`src/sv/sgi_pkg.sv`:
```
`timescale 1ns / 1ps
package sgi_pkg;
	localparam int CW = 16;           // coordinate width
	localparam int DW = CW + 1;       // coordinate difference
	localparam int PW = 2 * DW;       // difference product
	localparam int XW = PW + 1;       // cross product
	localparam int MW = XW + DW;      // cross times difference
	localparam int NW = MW + 1;       // unsigned dividend / remainder
	localparam int QB = CW + 2;       // quotient bits kept; larger means saturate
	localparam int SW = QB + 2;       // signed sum width
	localparam int LATENCY = 6 + QB;  // accept edge to done sample

	typedef struct packed {
		logic          valid;
		logic [NW-1:0] rem_x;
		logic [NW-1:0] rem_y;
		logic [NW-1:0] dsh;
		logic [QB-1:0] q_x;
		logic [QB-1:0] q_y;
		logic          neg_x;
		logic          neg_y;
		logic          ovf_x;
		logic          ovf_y;
		logic [CW-1:0] ax;
		logic [CW-1:0] ay;
		logic          hit;
		logic          par;
	} cell_t;
endpackage

```
`src/sv/sgi_div_cell.sv`:
```
`timescale 1ns / 1ps
module sgi_div_cell import sgi_pkg::*; (
	input  logic  clk,
	input  logic  arst_n,
	input  cell_t prev,
	output cell_t next
);
	logic ge_x, ge_y;
	assign ge_x = prev.rem_x >= prev.dsh;
	assign ge_y = prev.rem_y >= prev.dsh;

	// one restoring quotient bit per lane
	always_ff @(posedge clk or negedge arst_n) begin
		if (!arst_n) begin
			next <= '0;
		end else begin
			next.valid <= prev.valid;
			next.rem_x <= ge_x ? prev.rem_x - prev.dsh : prev.rem_x;
			next.rem_y <= ge_y ? prev.rem_y - prev.dsh : prev.rem_y;
			next.q_x   <= {prev.q_x[QB-2:0], ge_x};
			next.q_y   <= {prev.q_y[QB-2:0], ge_y};
			next.dsh   <= prev.dsh >> 1;
			next.neg_x <= prev.neg_x;
			next.neg_y <= prev.neg_y;
			next.ovf_x <= prev.ovf_x;
			next.ovf_y <= prev.ovf_y;
			next.ax    <= prev.ax;
			next.ay    <= prev.ay;
			next.hit   <= prev.hit;
			next.par   <= prev.par;
		end
	end
endmodule

```
`config.mk`:
```
export PLATFORM = sky130hd
export DESIGN_NAME = sgi_div_cell
export DESIGN_NICKNAME = d
export VERILOG_FILES = /design/src/sv/sgi_pkg.sv /design/src/sv/sgi_div_cell.sv
export SDC_FILE = /design/constraint.sdc
export NUM_CORES = 1
export LEC_CHECK = 0
export ABC_CLOCK_PERIOD_IN_PS = 800
export BUFFER_PORTS_ARGS = -buffer_cell sky130_fd_sc_hd__buf_4
export CAP_MARGIN = 40
export CORE_AREA = 2 2 182 184
export DETAILED_ROUTE_END_ITERATION = 10
export DIE_AREA = 0 0 184 186
export GPL_TIMING_DRIVEN = 0
export PLACE_DENSITY = 0.7
export SLEW_MARGIN = 20
export SYNTH_ARGS = -nofsm -noshare
export SYNTH_HDL_FRONTEND = slang
export SYNTH_SLANG_ARGS = --single-unit
```
`constraint.sdc`:
```
create_clock -name clk -period 0.8 [get_ports clk]
set_clock_uncertainty 0.15 [all_clocks]
set_input_delay 0.12 -clock clk [delete_from_list [all_inputs] [get_ports clk]]
set_output_delay 0.12 -clock clk [all_outputs]
set_load 0.01 [all_outputs]
```
=== Word-level counts from Yosys, hierarchy flattened ===
Index checks and enable logic that the tools add are counted.

* Bits in registers: 233
* Bits in latches: 0
* Memory bits (writable): 0
* Memory bits (read-only): 0
* Output and inout port bits: 234
* Logic and storage cells: 20
* Memories: 0

* $add $sub $neg: 2
* Multiply operators: 0
* Div/mod/pow operators: 0
* $lt $le $gt $ge: 2
* Equality and inequality tests: 0
* Shift operators: 0
* Multiplexer cells: 2
* Bitwise logic cells: 0
* Reductions and logical operators: 0

{| class="wikitable"
|+ Operators with widths
! kind !! count
|-
| $ge 53x53->1 || 2
|-
| $mux 53 || 2
|-
| $sub 53x53->53 || 2
|}

=== Logic depth before layout (Yosys ltp) ===
* Depth after elaboration: 2
* Gate-level depth with buffers: 16
* Depth with buffers taken out: 13

=== Worst setup path after synthesis ===
No wires, ideal clock.

* Kind: in2reg
* Start point: in prev[180] in the netlist's numbering
* End point: reg next[218] in the netlist's numbering
* Library setup time: 120 ps
* Arrival time: 2,562 ps
* Data required time: 530 ps
* Path slack: -2,032 ps
* Cell stages on the path: 13
* Path buffers: 0
* Path through: inv_1 ha_1 fa_1 nor2b_1 o31ai_1 a21oi_2 o211ai_2 a21oi_2 a311oi_2 or3_1 a211oi_1 o21ai_0 a31o_1

* Cells in the longest elaborated chain, start to end: 2
* Elaborated cells on any way between the ends: 3

{| class="wikitable"
|+ RTL lines
! what !! line !! source
|-
| start, declared || sgi_div_cell.sv:5 || <nowiki>input cell_t prev,</nowiki>
|-
| $sub 53x53->53 or $ge 53x53->1 (tied branches) || sgi_div_cell.sv:18, sgi_div_cell.sv:9 ||
|-
| $mux 53 * || sgi_div_cell.sv:18 || <nowiki>next.rem_x <= ge_x ? prev.rem_x - prev.dsh : prev.rem_x;</nowiki>
|-
| end, declared || sgi_div_cell.sv:6 || <nowiki>output cell_t next</nowiki>
|}

Mark *: on every way between the ends. The rest lies on a longest branch, timed or not.

=== Worst setup path in the final report ===
* Start point: in prev[90] in the netlist's numbering
* End point: reg next[213] in the netlist's numbering

The elaborated chain is that of the path after synthesis.

==> metrics <==
Power Dens Cells 1753 nW/um^2; number of standard cells after synthesis approximately 1500; cell with the most instances after synthesis dfrtp_1; Final GP Congestion 0.9707; post-synth cell types slightly above 80; Via density between 5 and 6; type of the setup path with the least slack input pin to flop; share of the synthesized area in the top cell type 41.84%; mux cell area share after synthesis 0.5836%; Post-synth ARST share 100.0%; post-synth top area cell dfrtp_1; setup slack of the critical path after layout -1942 ps; remaining global-route overflow 0; main flop type after synthesis dfrtp_1; I/O pin total 470; count of yosys warnings during synthesis 0; post-route ant nets 0; CTS H-tree depth 1; crit path capture next[213]; Netlist Area Pre-Place 13940 sq um; DIE HEIGHT 186 um; Pins Over Slew Limit 0; post-synthesis sequential element count 233; effective utilization at floorplan 43.27%; Num CTS Buffers 26; final routed wire length divided by cell count 25.00 um; result of the run finished, violations left; sequential area share after synthesis 41.84%; violated checks hold timing, setup timing; leakage dissipation between 10 and 15 nW; net total in the final layout 2615; first-pass GRT wire length 88650 um; data required time of the critical path 1090 ps; Largest regs next (233); launch point of the worst path prev[90]; combinational family with the most area after synthesis compound AO/OA/AOI/OAI gates; DP Wirelength approximately 44000 um; number of global-route vias before repair 15237; worst hold slack -630.9 ps; die area 34220 sq um; iteration count of the initial detailed-routing pass 5; Tot GR Track Use between 30% and 40%; utilization after layout 77.46%; standard-cell rows 66; Hold Fails Final Rpt 263; Clock Tree Root clkbuf_16; Iter 0 DRT Violations 1236; initial antenna violation count 17; Critical Path AT 3030 ps; top achievable clock speed 364.7 MHz; worst-case setup slack after placement -2879 ps; sink count of the clock tree 233; synthesis-to-layout area growth 79.00%; Final Routed Wirelength 67830 um; synthesized area per cell ~9.3 sq um; simple-gate share of the synthesized area 13.93%; number of design rule violations left after detail routing 0; final setup violation count roughly 340; worst slew slack as a fraction of its limit between 50% and 60%; Post-Synth XOR/XNOR Area under 10%; number of flip-flops in the largest register 233; CTS tree built; element type at the critical path start input pin; Floorplan Core Area 32210 sq um; Tmin final 2742 ps; final critical-path share of the clock period 342.7%; RSZ-0062 raised after global routing true; count of port buffers added during placement 466; max_cap viols 0; largest net degree at the start of global routing 91; type of element capturing the critical path flop; DR vias roughly 16000; post-synthesis compound-gate area fraction between 20% and 30%; final sum of negative setup slack -324340 ps; CTS Buffer Depth 3; Largest Register next; Clock Pin Slew Worst Setup and Hold Paths 60 ps; synthesized net count 1837; number of synthesized flops with an enable pin 0; layout cell share with drive strength beyond 1 41.57%; arithmetic-cell share of the synthesized area counting full adders, half adders and majority gates 9.804%; pin slew with the least headroom to its limit roughly 720 ps; type of the tightest min-delay check input pin to asynchronous set/reset pin; maximum VDD drop roughly 0.0017 V; Critical Path Fanout Max 7; most instantiated cells after synthesis dfrtp_1, a21oi_1, nor2_1, nand2_1, ha_1; width of the chip 184 um; Area contributors post-synth dfrtp_1, ha_1, a21oi_1
-- metal layers --
layer  vias up  GRT usage [%]  share of wire (%)
met1      7542          39.11                 35
li1       6897              -                  -
met2       855          59.95                 49
met5         -              0              0.062
met4         6          20.35                7.0
met3       242          7.415                8.5
-- where the power goes --
part	switching, mW	internal (mW)	total (mW)
logic	8.91	8.83	17.7
clock network	5.46	6.69	12.2
registers	0.779	13.1	13.8
-- cell usage in the layout (no fill, tap or decap), types with 42 or more instances in the layout --
master,instances
a21o_1,76
nor2_1,94
ha_1,57
dfrtp_1,233
inv_1,50
a21oi_1,121
buf_6,258
buf_4,279
dlygate4sd3_1,212
a21oi_2,51
o21ai_0,42
xnor2_1,46
nand2_1,85
-- critical path, cell delays in order --
cell and delay, ps:
buf_4 100, clkinvlp_4 170, ha_4 320, a21oi_2 200, o211ai_1 130, a31oi_2 200, a2111o_1 130, nand4_1 150
o31a_1 390, o2111a_1 260, nor2_2 130, buf_6 180, clkinv_8 100, buf_8 150, nor2_1 220, a21oi_4 70
-- cells by family (layout without fill, tap and decap cells) --
group / Yosys count / in the layout
buffers and inverters: 154 / 951
adder cells (fa/ha/maj): 108 / 108
AND/OR/NAND/NOR: 413 / 413
AO/OA/AOI/OAI: 491 / 491
XOR/XNOR: 87 / 87
flip-flops: 233 / 233
multiplexers: 6 / 6
other: 1 / 16
-- cell type report --
type | count | area (sq um)
Antenna cell | 15 | 37.54
Buffer | 59 | 644.4
Clock buffer | 36 | 728.2
Clock inverter | 11 | 100.1
Fill cell | 2020 | 7261
Inverter | 87 | 441.7
Multi-Input combinational cell | 1106 | 9123
Sequential cell | 233 | 5831
Tap cell | 408 | 510.5
Timing Repair Buffer | 758 | 7530
-- through the flow --
stage | area [sq um] | hold slack [ps] | total power, mW | cells
2_1_floorplan | 14590 | -325.6 | 20.68 | 1493
3_3_place_gp | 18600 | 79.05 | 26.14 | 2367
3_5_place_dp | 18660 | -45.23 | 26.25 | 2369
4_1_cts | 22490 | -630.2 | 40.16 | 2644
5_1_grt | 24940 | -607.3 | 45.35 | 2711
6_report | 24950 | -630.9 | 43.73 | 2713
-- worst min-delay path by stage --
stage             start        to  slack (ps)  depth (start not counted)
3_5_place_dp     arst_n  next[10]         -50                          1
5_1_grt          arst_n  next[71]        -610                          1
2_1_floorplan    arst_n   next[0]        -330                          0
3_3_place_gp   prev[26]  next[26]          80                          1
6_report         arst_n  next[65]        -630                          1
4_1_cts          arst_n  next[10]        -630                          1
-- repair_timing --
| item | 4_1_cts | 5_1_grt |
|---|---|---|
| setup endpoints to repair | 341 | 341 |
| resized for setup | 162 | 454 |
| gates cloned | 2 | 7 |
| buffers inserted | 42 | 29 |
| hold buffers | 187 | 25 |
| pin swaps | 36 | 70 |
| hold endpoints to repair | 464 | 276 |
(Power assumes the default switching activity.)
