**src/sv/sgi_pkg.sv**
```systemverilog
`timescale 1ns / 1ps
package sgi_pkg;
	localparam int CW = 16;           // coordinate width
	localparam int DW = CW + 1;       // coordinate difference
	localparam int PW = 2 * DW;       // difference product
	localparam int XW = PW + 1;       // cross product
	localparam int MW = XW + DW;      // cross times difference
	localparam int NW = MW + 1;       // unsigned dividend / remainder
	localparam int QB = CW + 2;       // quotient bits kept; larger means saturate
	localparam int SW = QB + 2;       // signed sum width
	localparam int LATENCY = 6 + QB;  // accept edge to done sample

	typedef struct packed {
		logic          valid;
		logic [NW-1:0] rem_x;
		logic [NW-1:0] rem_y;
		logic [NW-1:0] dsh;
		logic [QB-1:0] q_x;
		logic [QB-1:0] q_y;
		logic          neg_x;
		logic          neg_y;
		logic          ovf_x;
		logic          ovf_y;
		logic [CW-1:0] ax;
		logic [CW-1:0] ay;
		logic          hit;
		logic          par;
	} cell_t;
endpackage

```
**src/sv/sgi_back.sv**
```systemverilog
`timescale 1ns / 1ps
module sgi_back import sgi_pkg::*; (
	input  logic                 clk,
	input  logic                 arst_n,
	input  cell_t                tail,
	output logic                 done,
	output logic                 hit,
	output logic                 parallel,
	output logic signed [CW-1:0] cross_x,
	output logic signed [CW-1:0] cross_y,
	output logic                 clipped
);
	localparam logic signed [SW-1:0] CMAX = SW'((1 << (CW - 1)) - 1);
	localparam logic signed [SW-1:0] CMIN = -CMAX - SW'(1);

	logic signed [SW-1:0] sx, sy, qx, qy;
	logic signed [CW-1:0] ox, oy;
	logic cx, cy;

	assign qx = tail.neg_x ? -$signed(SW'(tail.q_x)) : $signed(SW'(tail.q_x));
	assign qy = tail.neg_y ? -$signed(SW'(tail.q_y)) : $signed(SW'(tail.q_y));
	assign sx = SW'($signed(tail.ax)) + qx;
	assign sy = SW'($signed(tail.ay)) + qy;

	always_comb begin
		cx = 1'b1;
		if (tail.ovf_x) ox = tail.neg_x ? CMIN[CW-1:0] : CMAX[CW-1:0];
		else if (sx > CMAX) ox = CMAX[CW-1:0];
		else if (sx < CMIN) ox = CMIN[CW-1:0];
		else begin
			ox = sx[CW-1:0];
			cx = 1'b0;
		end
		cy = 1'b1;
		if (tail.ovf_y) oy = tail.neg_y ? CMIN[CW-1:0] : CMAX[CW-1:0];
		else if (sy > CMAX) oy = CMAX[CW-1:0];
		else if (sy < CMIN) oy = CMIN[CW-1:0];
		else begin
			oy = sy[CW-1:0];
			cy = 1'b0;
		end
	end

	always_ff @(posedge clk or negedge arst_n) begin
		if (!arst_n) begin
			done <= 1'b0;
		end else begin
			done <= tail.valid;
		end
	end

	always_ff @(posedge clk) begin
		parallel <= tail.par;
		hit      <= tail.hit;
		cross_x  <= tail.par ? '0 : ox;
		cross_y  <= tail.par ? '0 : oy;
		clipped  <= !tail.par && (cx || cy);
	end
endmodule

```
**config.mk**
```make
export PLATFORM = sky130hd
export DESIGN_NAME = sgi_back
export DESIGN_NICKNAME = d
export VERILOG_FILES = /design/src/sv/sgi_pkg.sv /design/src/sv/sgi_back.sv
export SDC_FILE = /design/constraint.sdc
export NUM_CORES = 1
export LEC_CHECK = 0
export BUFFER_PORTS_ARGS = -buffer_cell sky130_fd_sc_hd__buf_2
export CAP_MARGIN = 20
export CORE_AREA = 2 2 105 107
export CTS_CLUSTER_DIAMETER = 40
export DETAILED_ROUTE_END_ITERATION = 10
export DIE_AREA = 0 0 107 109
export PLACE_DENSITY = 0.88
export SYNTH_ARGS = -nofsm -noshare
export SYNTH_HDL_FRONTEND = slang
export SYNTH_SLANG_ARGS = --single-unit
```
**constraint.sdc**
```tcl
create_clock -name clk -period 0.8 [get_ports clk]
set_input_delay 0 -clock clk [delete_from_list [all_inputs] [get_ports clk]]
set_output_delay 0 -clock clk [all_outputs]
set_load 0.01 [all_outputs]
```
; Word level (Yosys, flattened, before mapping)
; Cells that the tools add are included.
[word_totals]
input_bits = 236
ff_bits = 36
[classes]
magnitude_cmp = 4
addsub = 4
n_reduce_logical = 3
mux = 16
[ops]
columns = op, n
row1 = $mux W16, 8
row2 = $add A16 B20 Y20, 2
row3 = $gt A20 B16 Y1 const B, 2
row4 = $lt A20 B16 Y1 const B, 2
row5 = $mux W20, 2
row6 = $neg A18 Y20, 2
row7 = $mux W1, 6
row8 = $logic_and A1 B1 Y1, 1
row9 = $logic_not A1 Y1, 1
row10 = $logic_or A1 B1 Y1, 1

; Logic depth before layout (Yosys ltp)
[logic_depth]
word_depth = 9
ltp_mapped = 19
mapped_depth_nobuf = 17

; Worst setup path before layout
; OpenSTA, ideal clock, no wires.
[synth_path]
kind = input-to-reg
start = input tail[39] in the netlist's numbering
end = register cross_y[10]
setup_ps = 132
n_path_buf = 2
t_arrival_ps = 3853
stages = 16
setup_slack_ps = -3185
t_required_ps = 668
path_cell_list = or4_4 or4_4 or2_1 o41ai_1 xnor2_1 ha_1 clkbuf_1 and4_1 nand4_1 o221a_1 o21ai_1 xor2_1 o41ai_1 mux2_2 buf_4 a21oi_1
[synth_via]
elab_chain_len = 7
elab_cells_between_ends = 8
classes_between = add/sub: 2 / order compare: 2 / mux: 4
[synth_rtl]
columns = element, line_no
row1 = from (decl), sgi_back.sv:5  ; input cell_t tail,
row2 = $neg A18 Y20, sgi_back.sv:21  ; assign qy = tail.neg_y ? -$signed(SW'(tail.q_y)) : $signed(SW'(tail.q_y));
row3 = $mux W20 *, sgi_back.sv:21
row4 = $add A16 B20 Y20 *, sgi_back.sv:23  ; assign sy = SW'($signed(tail.ay)) + qy;
row5 = $lt A20 B16 Y1, sgi_back.sv:37  ; else if (sy < CMIN) oy = CMIN[CW-1:0];
row6 = $mux W16, sgi_back.sv:37
row7 = $mux W16 *, sgi_back.sv:36  ; else if (sy > CMAX) oy = CMAX[CW-1:0];
row8 = $mux W16 *, sgi_back.sv:35  ; if (tail.ovf_y) oy = tail.neg_y ? CMIN[CW-1:0] : CMAX[CW-1:0];
row9 = to (signal assigned), sgi_back.sv:56  ; cross_y <= tail.par ? '0 : oy;
row10 = to (decl), sgi_back.sv:10  ; output logic signed [CW-1:0] cross_y,
; Every way passes the cells marked *; elsewhere a longest branch is shown, timed or not.
; A chain may end at the register's enable or synchronous reset.

; Worst setup path after layout
[layout_path]
start = input tail[38] in the netlist's numbering
end = register cross_y[4]
; Same word-level chain as after synthesis.

==> metrics.cfg <==
[sta]
period_share_pct = 489
timing.final.max_slew_violations = 0
setup_ws_ns = -3.11
fmax_ghz = 0.256
rsz0062_at_grt = yes
hold_ws_ns = 0.00666
max_slew_margin_pct = 71.7
hold_viol = 0
worst_slew_pin_slew_ns = 0.420
fin_tns_setup_ns = -95.28
min_period_ns = 3.91
setup_violations = 33

[status]
outcome = complete, but fails checks
violations = setup timing

[synth]
yosys_warnings = 0
synth_top_area_cell = dfxtp_1
synth-simple-area-share_pct = 17.0
synth_seq_area_share_pct = 18.1
synth_compound_area_share_pct = 32.0
synthMuxAreaShare_pct = 0.280
synth-seq-cells = 36
netlist_area_mm2 = 0.00402
avgSynthCellArea_um2 = 7.94
synth_xor_area_share_pct = 14.1
synth_top_family_by_area = compound AO/OA/AOI/OAI gates
ys_types = 63
synth-edff-count = 0
syn_inst = 506
synthAdderAreaFrac_pct = 14.1
async_reset_ff_share_pct = 2.78
syn_nets = 786
synth.area.top_cells = dfxtp_1 17%, ha_1 13%, xnor2_1 11%, a21oi_1 7.6%, o21ai_1 3.5%
synthFlopType = dfxtp_1
yosys.area.top_type_share_pct = 17.4

[die]
die_y_um = 109
dieWidth_um = 107
initial_core_util_pct = 37.9
die_area_mm2 = 0.0117
coreArea_mm2 = 0.0106
row_count = 38
io_pins = 272

[routing]
drc = 0
wl_per_cell_um = 17.9
routed_via_density = 5.79
firstDrtPassIters = 5
ant_nets = 0
wl_um = 16800
route.vias.total = 5416
drt_iter0_drc = 446

[global_routing]
grt-ovfl-total = 0
grt_pass1_vias = 5011
antenna_found_initial = 0
grt_usage_pct = 24.1
grt_max_degree = 15
grt_pass1_wl_um = 22800

[power]
leakagePower_nw = 3.13
ir_drop_uv = 951
total_power_mw = 10.8
power.density_mw_per_mm2 = 1590

[worst_setup_path]
worstPathArrival_ns = 4.12
path_max_fanout = 9
critPathKind = in -> reg
cp.required_ns = 1.01
worstSetupEndpointType = flip-flop
startpoint_type = primary input

[clocking]
clock_sinks = 36
path_clk_slew_ns = 0.08
root_buffer = clkbuf_8
cts_made_buffers = 5
clock_path_buffers = 2
cts_tree = done
h-tree-depth = 2

[cells_and_area]
drive_above_1_share_pct = 50.8
area_growth_pct = 69.5
nNetsFinal = 1074
layout_common_cells = 177 x buf_4, 108 x buf_2, 46 x xnor2_1
instances_no_fill = 936
fillers = 785
layout_commonest_cell = buf_4
design_area_mm2 = 0.00681

[job]
maxCapViolations = 0

[placement]
dp.cells = 904
io_buffers = 112
place_congestion = 0.999
place_hpwl_um = 11600
placed_area_mm2 = 0.00607

[min_path]
min_path_type = in -> async

==> worst max-delay path, stage by stage <==
cell      delay, ns
buf_2          0.13
inv_1          0.06
ha_1           0.15
nand2_1        0.07
or3_1          0.33
or3_4          0.35
or2_4          0.30
o31ai_4        0.24
xnor2_1        0.14
ha_1           0.37
nand2_1        0.15
buf_4          0.18
nor3_4         0.23
a211oi_2       0.13
xnor2_2        0.31
a41oi_4        0.24
buf_6          0.20
or3_1          0.37
a21oi_1        0.17
==> cells in the mapped netlist, types with 11 or more instances <==
master	n
a21oi_1	61
xnor2_1	52
ha_1	42
dfxtp_1	35
nand2_1	31
o21ai_1	28
o21ai_0	22
clkbuf_1	17
or3_1	17
a21o_1	16
nor2_1	15
inv_1	14
o31ai_1	12
a211oi_1	11
o211ai_1	11
xor2_1	11
==> cell families after synthesis <==
kind of cell,after synthesis
and+or+nand+nor,123
DFF,36
xor gates and xnor gates,64
adders and majority gates,44
buffers and inverters,38
AOI/OAI and AO/OA,200
muxes,1
==> routing by layer <==
| layer | track usage (%) | wire length, µm | vias to the layer above |
|---|---|---|---|
| met5 | 0 | 0 | - |
| met4 | 7.51 | 891 | 0 |
| met3 | 4.42 | 1510 | 96 |
| met2 | 41.1 | 7730 | 369 |
| met1 | 31.0 | 6620 | 2472 |
| li1 | - | - | 2479 |
==> how the worst max path moves through the flow <==
stage	to	cells after the start	slack [ns]	startpoint
6_report	cross_y[4]	19	-3.11	tail[38]
5_1_grt	cross_y[4]	19	-3.20	tail[40]
4_1_cts	cross_y[11]	17	-2.96	tail[39]
3_5_place_dp	cross_y[13]	16	-3.36	tail[39]
3_3_place_gp	cross_y[3]	16	-3.11	tail[39]
2_1_floorplan	cross_y[14]	15	-2.96	tail[39]
==> metrics by stage <==
stage               worst slack, ns  utilization (%)
finish                        -3.11             64.3
global route                  -3.20             64.2
CTS                           -2.96             61.2
detailed placement            -3.36             57.2
global placement              -3.11             57.2
floorplan                     -2.96                -
==> registers in the layout, summed over array words and instances, names as in the netlist <==
register,count
cross_x,16
cross_y,16
parallel,1
clipped,1
done,1
hit,1
==> report_power, final <==
part           switching, mW  internal (mW)  total (mW)  leakage (nW)
clock network          0.665          0.704        1.37        0.0516
registers              0.114           2.09        2.20         0.305
logic                   3.67           3.60        7.27          2.78
==> what timing repair did <==
item | CTS | global route
hold endpoints to repair | 4 | 0
gates cloned | 2 | 0
setup buffers | 10 | 9
hold buffers | 4 | 0
resized for setup | 33 | 57
setup endpoints to repair | 33 | 37
pin swaps | 28 | 34
==> cell type report <==
type,instances,area [µm²],area share [%]
antenna,1,2.50,0.0367
sequential,36,729,10.7
clock inverter,2,13.8,0.202
inverter,14,52.6,0.771
multi-input combinational,433,3640,53.4
timing repair buffer,304,2120,31.1
tap,140,175,2.57
clock buffer,6,82.6,1.21
(Power assumes the default switching activity.)
